--- src/rtl/tste_pkg.sv ---
// ----------------------------------------------------------------------------
// TFTP server transfer engine package
// Transaction types, protocol codes and constants shared by the engine.
// ----------------------------------------------------------------------------
package tste_pkg;

  localparam logic [15:0] BLOCK_BYTES  = 16'd512;
  localparam logic [15:0] SERVICE_PORT = 16'd69;

  // Reset values
  localparam logic [31:0] SERVER_IP_RST   = 32'hC0A8_0106;  // 192.168.1.6
  localparam logic [15:0] WRQ_TIMEOUT_RST = 16'd2000;
  localparam logic [15:0] FIRST_PORT_RST  = 16'd2098;
  localparam logic [31:0] CLIENT_IP_RST   = 32'hC0A2_0174;  // 192.162.1.116

  localparam int unsigned CFG_IDX_W  = 3;
  localparam int unsigned CFG_DATA_W = 48;

  localparam logic [CFG_IDX_W-1:0] CFG_SERVER_IP  = 3'd0;
  localparam logic [CFG_IDX_W-1:0] CFG_SERVER_MAC = 3'd1;
  localparam logic [CFG_IDX_W-1:0] CFG_IMAGE_BASE = 3'd2;
  localparam logic [CFG_IDX_W-1:0] CFG_WRQ_TMO    = 3'd3;
  localparam logic [CFG_IDX_W-1:0] CFG_FIRST_PORT = 3'd4;

  typedef enum logic [1:0] {
    CMD_ARP_REQ   = 2'd0,
    CMD_ARP_REPLY = 2'd1,
    CMD_UDP       = 2'd2,
    CMD_TICK      = 2'd3
  } cmd_t;

  typedef enum logic [15:0] {
    OP_RRQ   = 16'd1,
    OP_WRQ   = 16'd2,
    OP_DATA  = 16'd3,
    OP_ACK   = 16'd4,
    OP_ERROR = 16'd5,
    OP_OACK  = 16'd6
  } opcode_t;

  typedef enum logic [1:0] {
    ACT_NONE      = 2'd0,
    ACT_ARP_REPLY = 2'd1,
    ACT_ACK       = 2'd2,
    ACT_DATA      = 2'd3
  } action_t;

  typedef enum logic [1:0] {
    DONE_NONE     = 2'd0,
    DONE_UPLOAD   = 2'd1,
    DONE_DOWNLOAD = 2'd2
  } done_t;

  typedef enum logic [2:0] {
    ST_IDLE     = 3'b001,
    ST_UPLOAD   = 3'b010,
    ST_DOWNLOAD = 3'b100
  } proto_state_t;

  typedef struct packed {
    logic [1:0]  command;
    logic [31:0] target_ip;
    logic        header_ok;
    logic [15:0] tftp_opcode;
    logic [15:0] source_port;
    logic [15:0] dest_port;
    logic [15:0] block_number;
    logic [15:0] payload_length;
    logic [31:0] sender_ip;
    logic [47:0] sender_mac;
  } tste_in_t;

  typedef struct packed {
    logic [1:0]  action;
    logic [15:0] reply_block;
    logic [47:0] peer_mac;
    logic [31:0] peer_ip;
    logic [15:0] peer_port;
    logic [15:0] own_port;
    logic [31:0] buffer_address;
    logic [15:0] byte_count;
    logic        store_payload;
    logic [1:0]  transfer_done;
    logic [31:0] total_length;
    logic        state_error;
  } tste_out_t;

  // Configuration write toward the core
  typedef struct packed {
    logic                  wr_en;
    logic [CFG_IDX_W-1:0]  index;
    logic [CFG_DATA_W-1:0] wdata;
  } tste_cfg_t;

endpackage

--- src/rtl/tste_core.sv ---
// ----------------------------------------------------------------------------
// TFTP server transfer engine core
// Holds configuration and session state and decides the reply for one
// transaction. The reply is combinational; state updates when step is high.
// ----------------------------------------------------------------------------
module tste_core (
  input  logic                clk,
  input  logic                rst_n,
  input  tste_pkg::tste_cfg_t cfg,
  input  logic                step,
  input  tste_pkg::tste_in_t  item,
  output tste_pkg::tste_out_t res
);
  import tste_pkg::*;

  // Configuration
  logic [31:0] server_ip_r;
  logic [47:0] server_mac_r;
  logic [31:0] image_base_r;
  logic [15:0] wrq_timeout_r;
  logic [15:0] first_port_r;

  // Session state
  proto_state_t proto_state_r, proto_state_nxt;
  logic         session_lock_r, session_lock_nxt;
  logic [15:0]  expected_block_r, expected_block_nxt;
  logic [15:0]  client_port_r, client_port_nxt;
  logic [15:0]  session_port_r, session_port_nxt;
  logic [47:0]  client_mac_r, client_mac_nxt;
  logic [31:0]  client_ip_r, client_ip_nxt;
  logic [31:0]  store_pointer_r, store_pointer_nxt;
  logic [31:0]  file_length_r, file_length_nxt;
  logic [31:0]  read_pointer_r, read_pointer_nxt;
  logic [31:0]  bytes_remaining_r, bytes_remaining_nxt;
  logic [31:0]  tick_count_r, tick_count_nxt;
  logic [31:0]  last_activity_r, last_activity_nxt;

  logic        for_us;
  logic        wrq_allowed;
  logic [15:0] rrq_sent;
  logic [15:0] ack_sent;
  logic [15:0] blk_inc;

  assign for_us = (item.target_ip == server_ip_r);

  // First block of a download comes from the whole file, later ones from
  // what is left.
  assign rrq_sent = (file_length_r > {16'd0, BLOCK_BYTES}) ? BLOCK_BYTES
                                                            : file_length_r[15:0];
  assign ack_sent = (bytes_remaining_r > {16'd0, BLOCK_BYTES}) ? BLOCK_BYTES
                                                                : bytes_remaining_r[15:0];
  assign blk_inc  = expected_block_r + 16'd1;

  assign wrq_allowed = !session_lock_r || (expected_block_r == 16'd1) ||
                       ((tick_count_r - last_activity_r) > {16'd0, wrq_timeout_r});

  always_comb begin
    proto_state_nxt     = proto_state_r;
    session_lock_nxt    = session_lock_r;
    expected_block_nxt  = expected_block_r;
    client_port_nxt     = client_port_r;
    session_port_nxt    = session_port_r;
    client_mac_nxt      = client_mac_r;
    client_ip_nxt       = client_ip_r;
    store_pointer_nxt   = store_pointer_r;
    file_length_nxt     = file_length_r;
    read_pointer_nxt    = read_pointer_r;
    bytes_remaining_nxt = bytes_remaining_r;
    tick_count_nxt      = tick_count_r;
    last_activity_nxt   = last_activity_r;
    res                 = '0;

    if (step) begin
      unique case (item.command)
        CMD_TICK: begin
          tick_count_nxt = tick_count_r + 32'd1;
        end
        CMD_ARP_REQ: begin
          if (for_us) begin
            res.action   = ACT_ARP_REPLY;
            res.peer_mac = item.sender_mac;
            res.peer_ip  = item.sender_ip;
          end
        end
        CMD_ARP_REPLY: begin
        end
        CMD_UDP: begin
          if (item.header_ok && for_us) begin
            unique case (item.tftp_opcode)
              OP_RRQ: begin
                if (!session_lock_r) begin
                  last_activity_nxt = tick_count_r;
                  if (proto_state_r != ST_IDLE) begin
                    res.state_error = 1'b1;
                    proto_state_nxt = ST_IDLE;
                  end else if (file_length_r != 32'd0 &&
                               item.dest_port == SERVICE_PORT) begin
                    client_port_nxt     = item.source_port;
                    client_mac_nxt      = item.sender_mac;
                    client_ip_nxt       = item.sender_ip;
                    read_pointer_nxt    = image_base_r + {16'd0, rrq_sent};
                    bytes_remaining_nxt = file_length_r - {16'd0, rrq_sent};
                    expected_block_nxt  = 16'd1;
                    session_lock_nxt    = 1'b1;
                    proto_state_nxt     = ST_DOWNLOAD;
                    res.action          = ACT_DATA;
                    res.reply_block     = 16'd1;
                    res.peer_mac        = item.sender_mac;
                    res.peer_ip         = item.sender_ip;
                    res.peer_port       = item.source_port;
                    res.own_port        = session_port_r;
                    res.buffer_address  = image_base_r;
                    res.byte_count      = rrq_sent;
                    if (rrq_sent < BLOCK_BYTES) begin
                      res.transfer_done = DONE_DOWNLOAD;
                      proto_state_nxt   = ST_IDLE;
                      session_lock_nxt  = 1'b0;
                      session_port_nxt  = session_port_r + 16'd1;
                    end
                  end
                end
              end
              OP_WRQ: begin
                if (wrq_allowed) begin
                  last_activity_nxt = tick_count_r;
                  if (proto_state_r == ST_DOWNLOAD) begin
                    res.state_error = 1'b1;
                    proto_state_nxt = ST_IDLE;
                  end else if (item.dest_port == SERVICE_PORT) begin
                    client_port_nxt    = item.source_port;
                    client_mac_nxt     = item.sender_mac;
                    client_ip_nxt      = item.sender_ip;
                    store_pointer_nxt  = image_base_r;
                    file_length_nxt    = 32'd0;
                    expected_block_nxt = 16'd1;
                    session_lock_nxt   = 1'b1;
                    proto_state_nxt    = ST_UPLOAD;
                    res.action         = ACT_ACK;
                    res.peer_mac       = item.sender_mac;
                    res.peer_ip        = item.sender_ip;
                    res.peer_port      = item.source_port;
                    res.own_port       = session_port_r;
                  end
                end
              end
              OP_DATA: begin
                last_activity_nxt = tick_count_r;
                if (proto_state_r != ST_UPLOAD) begin
                  res.state_error = 1'b1;
                end else if (item.dest_port == session_port_r) begin
                  client_port_nxt = item.source_port;
                  res.action      = ACT_ACK;
                  res.peer_mac    = client_mac_r;
                  res.peer_ip     = client_ip_r;
                  res.peer_port   = item.source_port;
                  res.own_port    = session_port_r;
                  if (item.block_number != expected_block_r) begin
                    // stale or out of order: repeat the last ACK
                    res.reply_block = expected_block_r - 16'd1;
                  end else begin
                    res.reply_block    = expected_block_r;
                    res.buffer_address = store_pointer_r;
                    res.byte_count     = item.payload_length;
                    res.store_payload  = 1'b1;
                    store_pointer_nxt  = store_pointer_r + {16'd0, item.payload_length};
                    file_length_nxt    = file_length_r + {16'd0, item.payload_length};
                    expected_block_nxt = blk_inc;
                    if (item.payload_length < BLOCK_BYTES) begin
                      res.transfer_done  = DONE_UPLOAD;
                      expected_block_nxt = 16'd0;
                      store_pointer_nxt  = image_base_r;
                      proto_state_nxt    = ST_IDLE;
                      session_lock_nxt   = 1'b0;
                      session_port_nxt   = session_port_r + 16'd1;
                    end
                  end
                end
              end
              OP_ACK: begin
                if (proto_state_r == ST_DOWNLOAD) begin
                  last_activity_nxt = tick_count_r;
                  if (item.dest_port == session_port_r &&
                      item.block_number == expected_block_r) begin
                    expected_block_nxt  = blk_inc;
                    read_pointer_nxt    = read_pointer_r + {16'd0, ack_sent};
                    bytes_remaining_nxt = bytes_remaining_r - {16'd0, ack_sent};
                    res.action          = ACT_DATA;
                    res.reply_block     = blk_inc;
                    res.peer_mac        = client_mac_r;
                    res.peer_ip         = client_ip_r;
                    res.peer_port       = client_port_r;
                    res.own_port        = session_port_r;
                    res.buffer_address  = read_pointer_r;
                    res.byte_count      = ack_sent;
                    if (ack_sent < BLOCK_BYTES) begin
                      res.transfer_done = DONE_DOWNLOAD;
                      proto_state_nxt   = ST_IDLE;
                      session_lock_nxt  = 1'b0;
                      session_port_nxt  = session_port_r + 16'd1;
                    end
                  end
                end
              end
              OP_ERROR, OP_OACK: begin
                res.state_error = 1'b1;
                proto_state_nxt = ST_IDLE;
              end
              default: begin
              end
            endcase
          end
        end
        default: begin
        end
      endcase
    end

    res.total_length = file_length_nxt;
  end

  always_ff @(posedge clk) begin
    if (!rst_n) begin
      server_ip_r       <= SERVER_IP_RST;
      server_mac_r      <= '0;
      image_base_r      <= '0;
      wrq_timeout_r     <= WRQ_TIMEOUT_RST;
      first_port_r      <= FIRST_PORT_RST;
      proto_state_r     <= ST_IDLE;
      session_lock_r    <= 1'b0;
      expected_block_r  <= '0;
      client_port_r     <= '0;
      session_port_r    <= FIRST_PORT_RST;
      client_mac_r      <= '0;
      client_ip_r       <= CLIENT_IP_RST;
      store_pointer_r   <= '0;
      file_length_r     <= '0;
      read_pointer_r    <= '0;
      bytes_remaining_r <= '0;
      tick_count_r      <= '0;
      last_activity_r   <= '0;
    end else begin
      proto_state_r     <= proto_state_nxt;
      session_lock_r    <= session_lock_nxt;
      expected_block_r  <= expected_block_nxt;
      client_port_r     <= client_port_nxt;
      client_mac_r      <= client_mac_nxt;
      client_ip_r       <= client_ip_nxt;
      store_pointer_r   <= store_pointer_nxt;
      file_length_r     <= file_length_nxt;
      read_pointer_r    <= read_pointer_nxt;
      bytes_remaining_r <= bytes_remaining_nxt;
      tick_count_r      <= tick_count_nxt;
      last_activity_r   <= last_activity_nxt;

      // writing the first session port also reloads the live one
      priority if (cfg.wr_en && cfg.index == CFG_FIRST_PORT) begin
        session_port_r <= cfg.wdata[15:0];
      end else begin
        session_port_r <= session_port_nxt;
      end

      if (cfg.wr_en) begin
        unique case (cfg.index)
          CFG_SERVER_IP:  server_ip_r   <= cfg.wdata[31:0];
          CFG_SERVER_MAC: server_mac_r  <= cfg.wdata[47:0];
          CFG_IMAGE_BASE: image_base_r  <= cfg.wdata[31:0];
          CFG_WRQ_TMO:    wrq_timeout_r <= cfg.wdata[15:0];
          CFG_FIRST_PORT: first_port_r  <= cfg.wdata[15:0];
          default: begin
          end
        endcase
      end
    end
  end

  // server_mac and first_port are held for the host; the reply path does not
  // need them beyond this point.
  logic cfg_unused;
  assign cfg_unused = ^{server_mac_r, first_port_r};

endmodule

--- src/rtl/tftp_server_transfer_engine.sv ---
// ----------------------------------------------------------------------------
// TFTP server transfer engine
// Answers ARP for the server address and runs TFTP upload/download sessions
// from pre-parsed frames and timer ticks, one reply per transaction.
// ----------------------------------------------------------------------------
//   channel  | direction | handshake         | payload
//   in_      | input     | in_valid/in_stall | tste_in_t  (frame or tick)
//   out_     | output    | out_valid/out_stall | tste_out_t (one reply each)
//   cfg_     | input     | cfg_wr_en         | cfg_index, cfg_wdata
//
// One transaction per cycle sustained while out_stall is low; each accepted
// transaction passes the input register, then the decision logic into the
// result register, where out_valid rises with its reply.
// Reset is synchronous on rst_n; configuration and session state take their
// reset values, both stages empty. A stalled result holds the result register;
// one more transaction is taken into the input register and then in_stall rises.
// ----------------------------------------------------------------------------
module tftp_server_transfer_engine (
  input  logic                                 clk,
  input  logic                                 rst_n,
  input  logic                                 in_valid,
  output logic                                 in_stall,
  input  tste_pkg::tste_in_t                   in_data,
  output logic                                 out_valid,
  input  logic                                 out_stall,
  output tste_pkg::tste_out_t                  out_data,
  input  logic                                 cfg_wr_en,
  input  logic [tste_pkg::CFG_IDX_W-1:0]       cfg_index,
  input  logic [tste_pkg::CFG_DATA_W-1:0]      cfg_wdata
);
  import tste_pkg::*;

  logic      in_valid_r;
  tste_in_t  in_item_r;
  logic      out_valid_r;
  tste_out_t out_item_r;
  tste_out_t core_res;
  tste_cfg_t cfg;
  logic      in_fire;
  logic      advance;

  assign advance  = in_valid_r && (!out_valid_r || !out_stall);
  assign in_stall = in_valid_r && !advance;
  assign in_fire  = in_valid && !in_stall;

  assign cfg.wr_en = cfg_wr_en;
  assign cfg.index = cfg_index;
  assign cfg.wdata = cfg_wdata;

  tste_core u_core (
    .clk   (clk),
    .rst_n (rst_n),
    .cfg   (cfg),
    .step  (advance),
    .item  (in_item_r),
    .res   (core_res)
  );

  always_ff @(posedge clk) begin
    if (!rst_n) begin
      in_valid_r  <= 1'b0;
      out_valid_r <= 1'b0;
    end else begin
      if (in_fire) begin
        in_valid_r <= 1'b1;
      end else if (advance) begin
        in_valid_r <= 1'b0;
      end
      if (advance) begin
        out_valid_r <= 1'b1;
      end else if (!out_stall) begin
        out_valid_r <= 1'b0;
      end
    end
  end

  always_ff @(posedge clk) begin
    if (in_fire) begin
      in_item_r <= in_data;
    end
    if (advance) begin
      out_item_r <= core_res;
    end
  end

  assign out_valid = out_valid_r;
  assign out_data  = out_item_r;

endmodule

--- config.mk ---
export PLATFORM = sky130hd
export DESIGN_NAME = tftp_server_transfer_engine
export DESIGN_NICKNAME = d
export VERILOG_FILES = /design/src/rtl/tste_pkg.sv /design/src/rtl/tste_core.sv /design/src/rtl/tftp_server_transfer_engine.sv
export SDC_FILE = /design/constraint.sdc
export NUM_CORES = 2
export LEC_CHECK = 0
export BUFFER_PORTS_ARGS = -buffer_cell sky130_fd_sc_hd__buf_2
export CAP_MARGIN = 30
export CORE_MARGIN = 10
export CORE_UTILIZATION = 60
export DETAILED_ROUTE_END_ITERATION = 8
export PLACE_DENSITY = 0.82
export RECOVER_POWER = 50
export SYNTH_ARGS = -nofsm -noshare
export SYNTH_HDL_FRONTEND = slang
export SYNTH_HIERARCHICAL = 1
export SYNTH_SLANG_ARGS = --single-unit
--- constraint.sdc ---
create_clock -name clk -period 63.4 [get_ports clk]
set_clock_uncertainty 0.05 [all_clocks]
set_input_delay 9.51 -clock clk [delete_from_list [all_inputs] [get_ports clk]]
set_output_delay 9.51 -clock clk [all_outputs]
set_load 0.02 [all_outputs]
==> results.txt <==
Row Count = 95
leading cell types in the layout, fill and taps excluded = 658 x nand2_1, 409 x edfxtp_1, 406 x dfxtp_1, 321 x a21oi_1, 315 x nor2_1
status = finished with violations
Power Dens Cells = 25.0 nW/µm²
Bufs and invs on worst path = 3
Slew headroom = -2.56
Sw Pwr = 0.261 mW
maximum buffer depth of the clock tree = 3
# setup viols final = 0
hold_ws = 405 ps
CP max FO = 125
Antenna Nets Post-Route = 0
Peak Freq = 49.8 MHz
top cells by area, synth = edfxtp_1 30%, dfxtp_1 20%, nand2_1 6.1%
total grt overflow = 0
switch share = 0.227
Flop pwr share = 0.505
total number of vias = 34300
critical setup path kind = in -> reg
worst-skew pair later-pin latency = 640 ps
die area = 78500 µm²
Design Area, Final = 46000 µm²
via density per instance = 6.22
total negative slack = 0 ps
Setup WS post-layout = 43310 ps
Routed WL = 121000 µm
fillers = 5249
share of the synthesized area in the top cell type = 0.302
Sink Count = 815
first drt pass iteration count = 8
Total Power = 1.15 mW
WHS Endpoint = u_core/wrq_timeout_r[13]
Core Region = 67200 µm²
H-tree Lvls = 3
most common cell after layout, fill and taps aside = nand2_1
Mean Syn Cell Area = 9.66 µm²
Critical Path Source Type = input port
Slowest-stage cell, CP = clkinvlp_2
CTS root buffer = clkbuf_16
PortBufs = 450
TritonCTS Buffers = 84
CP Capture Type = flip-flop
Data arrival, critical path = 20570 ps
Die Width = 280 µm
reg-to-reg endpoint = u_core/expected_block_r[3]
worst path cell trace = clkbuf_1, clkinvlp_2, clkbuf_1, nor2_1, o21ai_0, o21ai_0
Tot GR Track Use = 0.296
DP Wirelength = 84700 µm
P_int = 0.887 mW
Worst-Margin Slew = 5340 ps
#FFs+latches synth = 815
1st-iter DRT viols = 4025
Required @ worst endpoint = 63880 ps
Comb pwr share = 0.048
hold depth = 2
unrepaired setup endpoints after global routing = false
largest net degree at the start of global routing = 126
post-synth top area cell = edfxtp_1
layout cells sized above 1 = 0.0937
number of enable flip-flop cells after synthesis = 409
worst vdd ir = 0.0208 mV
CTS tree = yes
synthesized netlist cell count = 4203
Post-Place Worst Slack = 43810 ps
vias in the first global route = 32600
clk slew on worst S/H paths = 60 ps
Clock power frac = 0.448
CP delay by family, top = buffers and inverters
failing checks = capacitance limit, slew limit
final hold violation count = 0
Hold/Removal Path Class = reg -> reg
area grow syn2layout = 13.3%
global placement routability congestion = 0.955
Leak = 17.9 nW
I/O pin cnt = 467
residual DRC count = 0
Worst R2R Setup Slack = 55250 ps
postcts setup bufs = 0
most used flip-flop cell after synthesis = edfxtp_1
Final Max Slew Viols = 834
# hold bufs at CTS = 0
Unique masters post-synth = 95
post_cts resized = 0
YS warnings = 6
Hold Crit Start = u_core/wrq_timeout_r[13]
Max Cap Violations = 12
Die H = 280 µm
Cell Area, Synth = 40600 µm²
Final min period = 20090 ps
Reg2Reg Launch Point = in_valid_r
initial antenna violation count = 21
worst r2r path cells = 9
first-pass GRT wire length = 184000 µm
NumNets Final = 4926
drt wl/cell = 22.0 µm
asr flop ratio synth = 0
Initial Utilization = 0.605
fin crit share = 0.317
sequential share of the synthesized area = 0.503
Largest stage delay, worst path = 4250 ps
dpl cell area = 43400 µm²
cell families (layout without fill, tap and decap cells):
family                   after synthesis  in the layout  synth area share
multiplexers                         149            149            0.0368
AO/OA/AOI/OAI                       1035           1035             0.166
other                                  2             35          0.000185
flip-flops                           815            815             0.503
buffers and inverters                334            741            0.0357
XOR/XNOR                             205            205            0.0442
AND/OR/NAND/NOR                     1540           1540             0.176
adder cells (fa/ha/maj)              123            123            0.0388
synthesized netlist by cell type (77+ instances only):
cell,n
a21oi_1,323
a22o_1,94
clkbuf_1,190
dfxtp_1,406
edfxtp_1,409
ha_1,118
inv_1,85
mux2i_1,145
nand2_1,658
nand3_1,113
nor2_1,317
nor3_1,77
o21ai_0,190
xor2_1,130
layer usage:
metal	vias up	wire length [µm]	GRT usage
met3	345	10800	0.0543
li1	16000	-	-
met5	-	33	0
met2	1620	57500	0.479
met4	4	5900	0.158
met1	16300	47100	0.375
state kept, by name (all words and copies together) (netlist names):
signal	cells
u_core/expected_block_r	16
u_core/proto_state_r	3
u_core/session_port_r	16
u_core/client_ip_r	32
u_core/read_pointer_r	32
u_core/store_pointer_r	32
in_item_r	195
u_core/last_activity_r	32
u_core/client_mac_r	48
out_valid	1
u_core/image_base_r	32
u_core/session_lock_r	1
u_core/file_length_r	32
u_core/tick_count_r	32
in_valid_r	1
u_core/bytes_remaining_r	32
u_core/server_ip_r	32
u_core/wrq_timeout_r	16
out_data	214
u_core/client_port_r	16
power groups by stage:
stage / Sequential, mW / Combinational, mW / Clock [mW]
after CTS: 0.579 / 0.0563 / 0.521
after global routing: 0.581 / 0.0592 / 0.541
after floorplan: 0.601 / 0.0235 / 0
final: 0.580 / 0.0547 / 0.514
after global placement: 0.589 / 0.0548 / 0
after detailed placement: 0.590 / 0.0560 / 0
worst max-delay path by stage:
stage,endpoint,from,depth (start not counted)
CTS,in_stall,out_stall,3
global placement,in_stall,out_stall,3
finish,u_core/expected_block_r[6],rst_n,6
global route,u_core/expected_block_r[2],rst_n,6
floorplan,u_core/tick_count_r[31],out_stall,13
detailed placement,in_stall,out_stall,3
area by class of cell:
cell class / count / area [µm²] / area share
diodes: 21 / 52.6 / 0.00114
clock buffers: 104 / 2230 / 0.0484
clock inverters: 52 / 636 / 0.0138
inverters: 86 / 324 / 0.00704
multi-input cells: 3066 / 18900 / 0.411
flip-flops and latches: 815 / 20400 / 0.444
well taps: 873 / 1090 / 0.0237
repair buffers: 499 / 2360 / 0.0513
stage by stage:
stage,std cells,utilization
after floorplan,4215,-
after global placement,5328,0.645
after detailed placement,5335,0.646
after CTS,5491,0.689
after global routing,5513,0.685
final,5516,0.685
worst min-delay path, stage by stage (launching register included):
cell	delay, ps
dfxtp_1	310
nand2_1	50
a21oi_1	50
(Power assumes the default switching activity.)
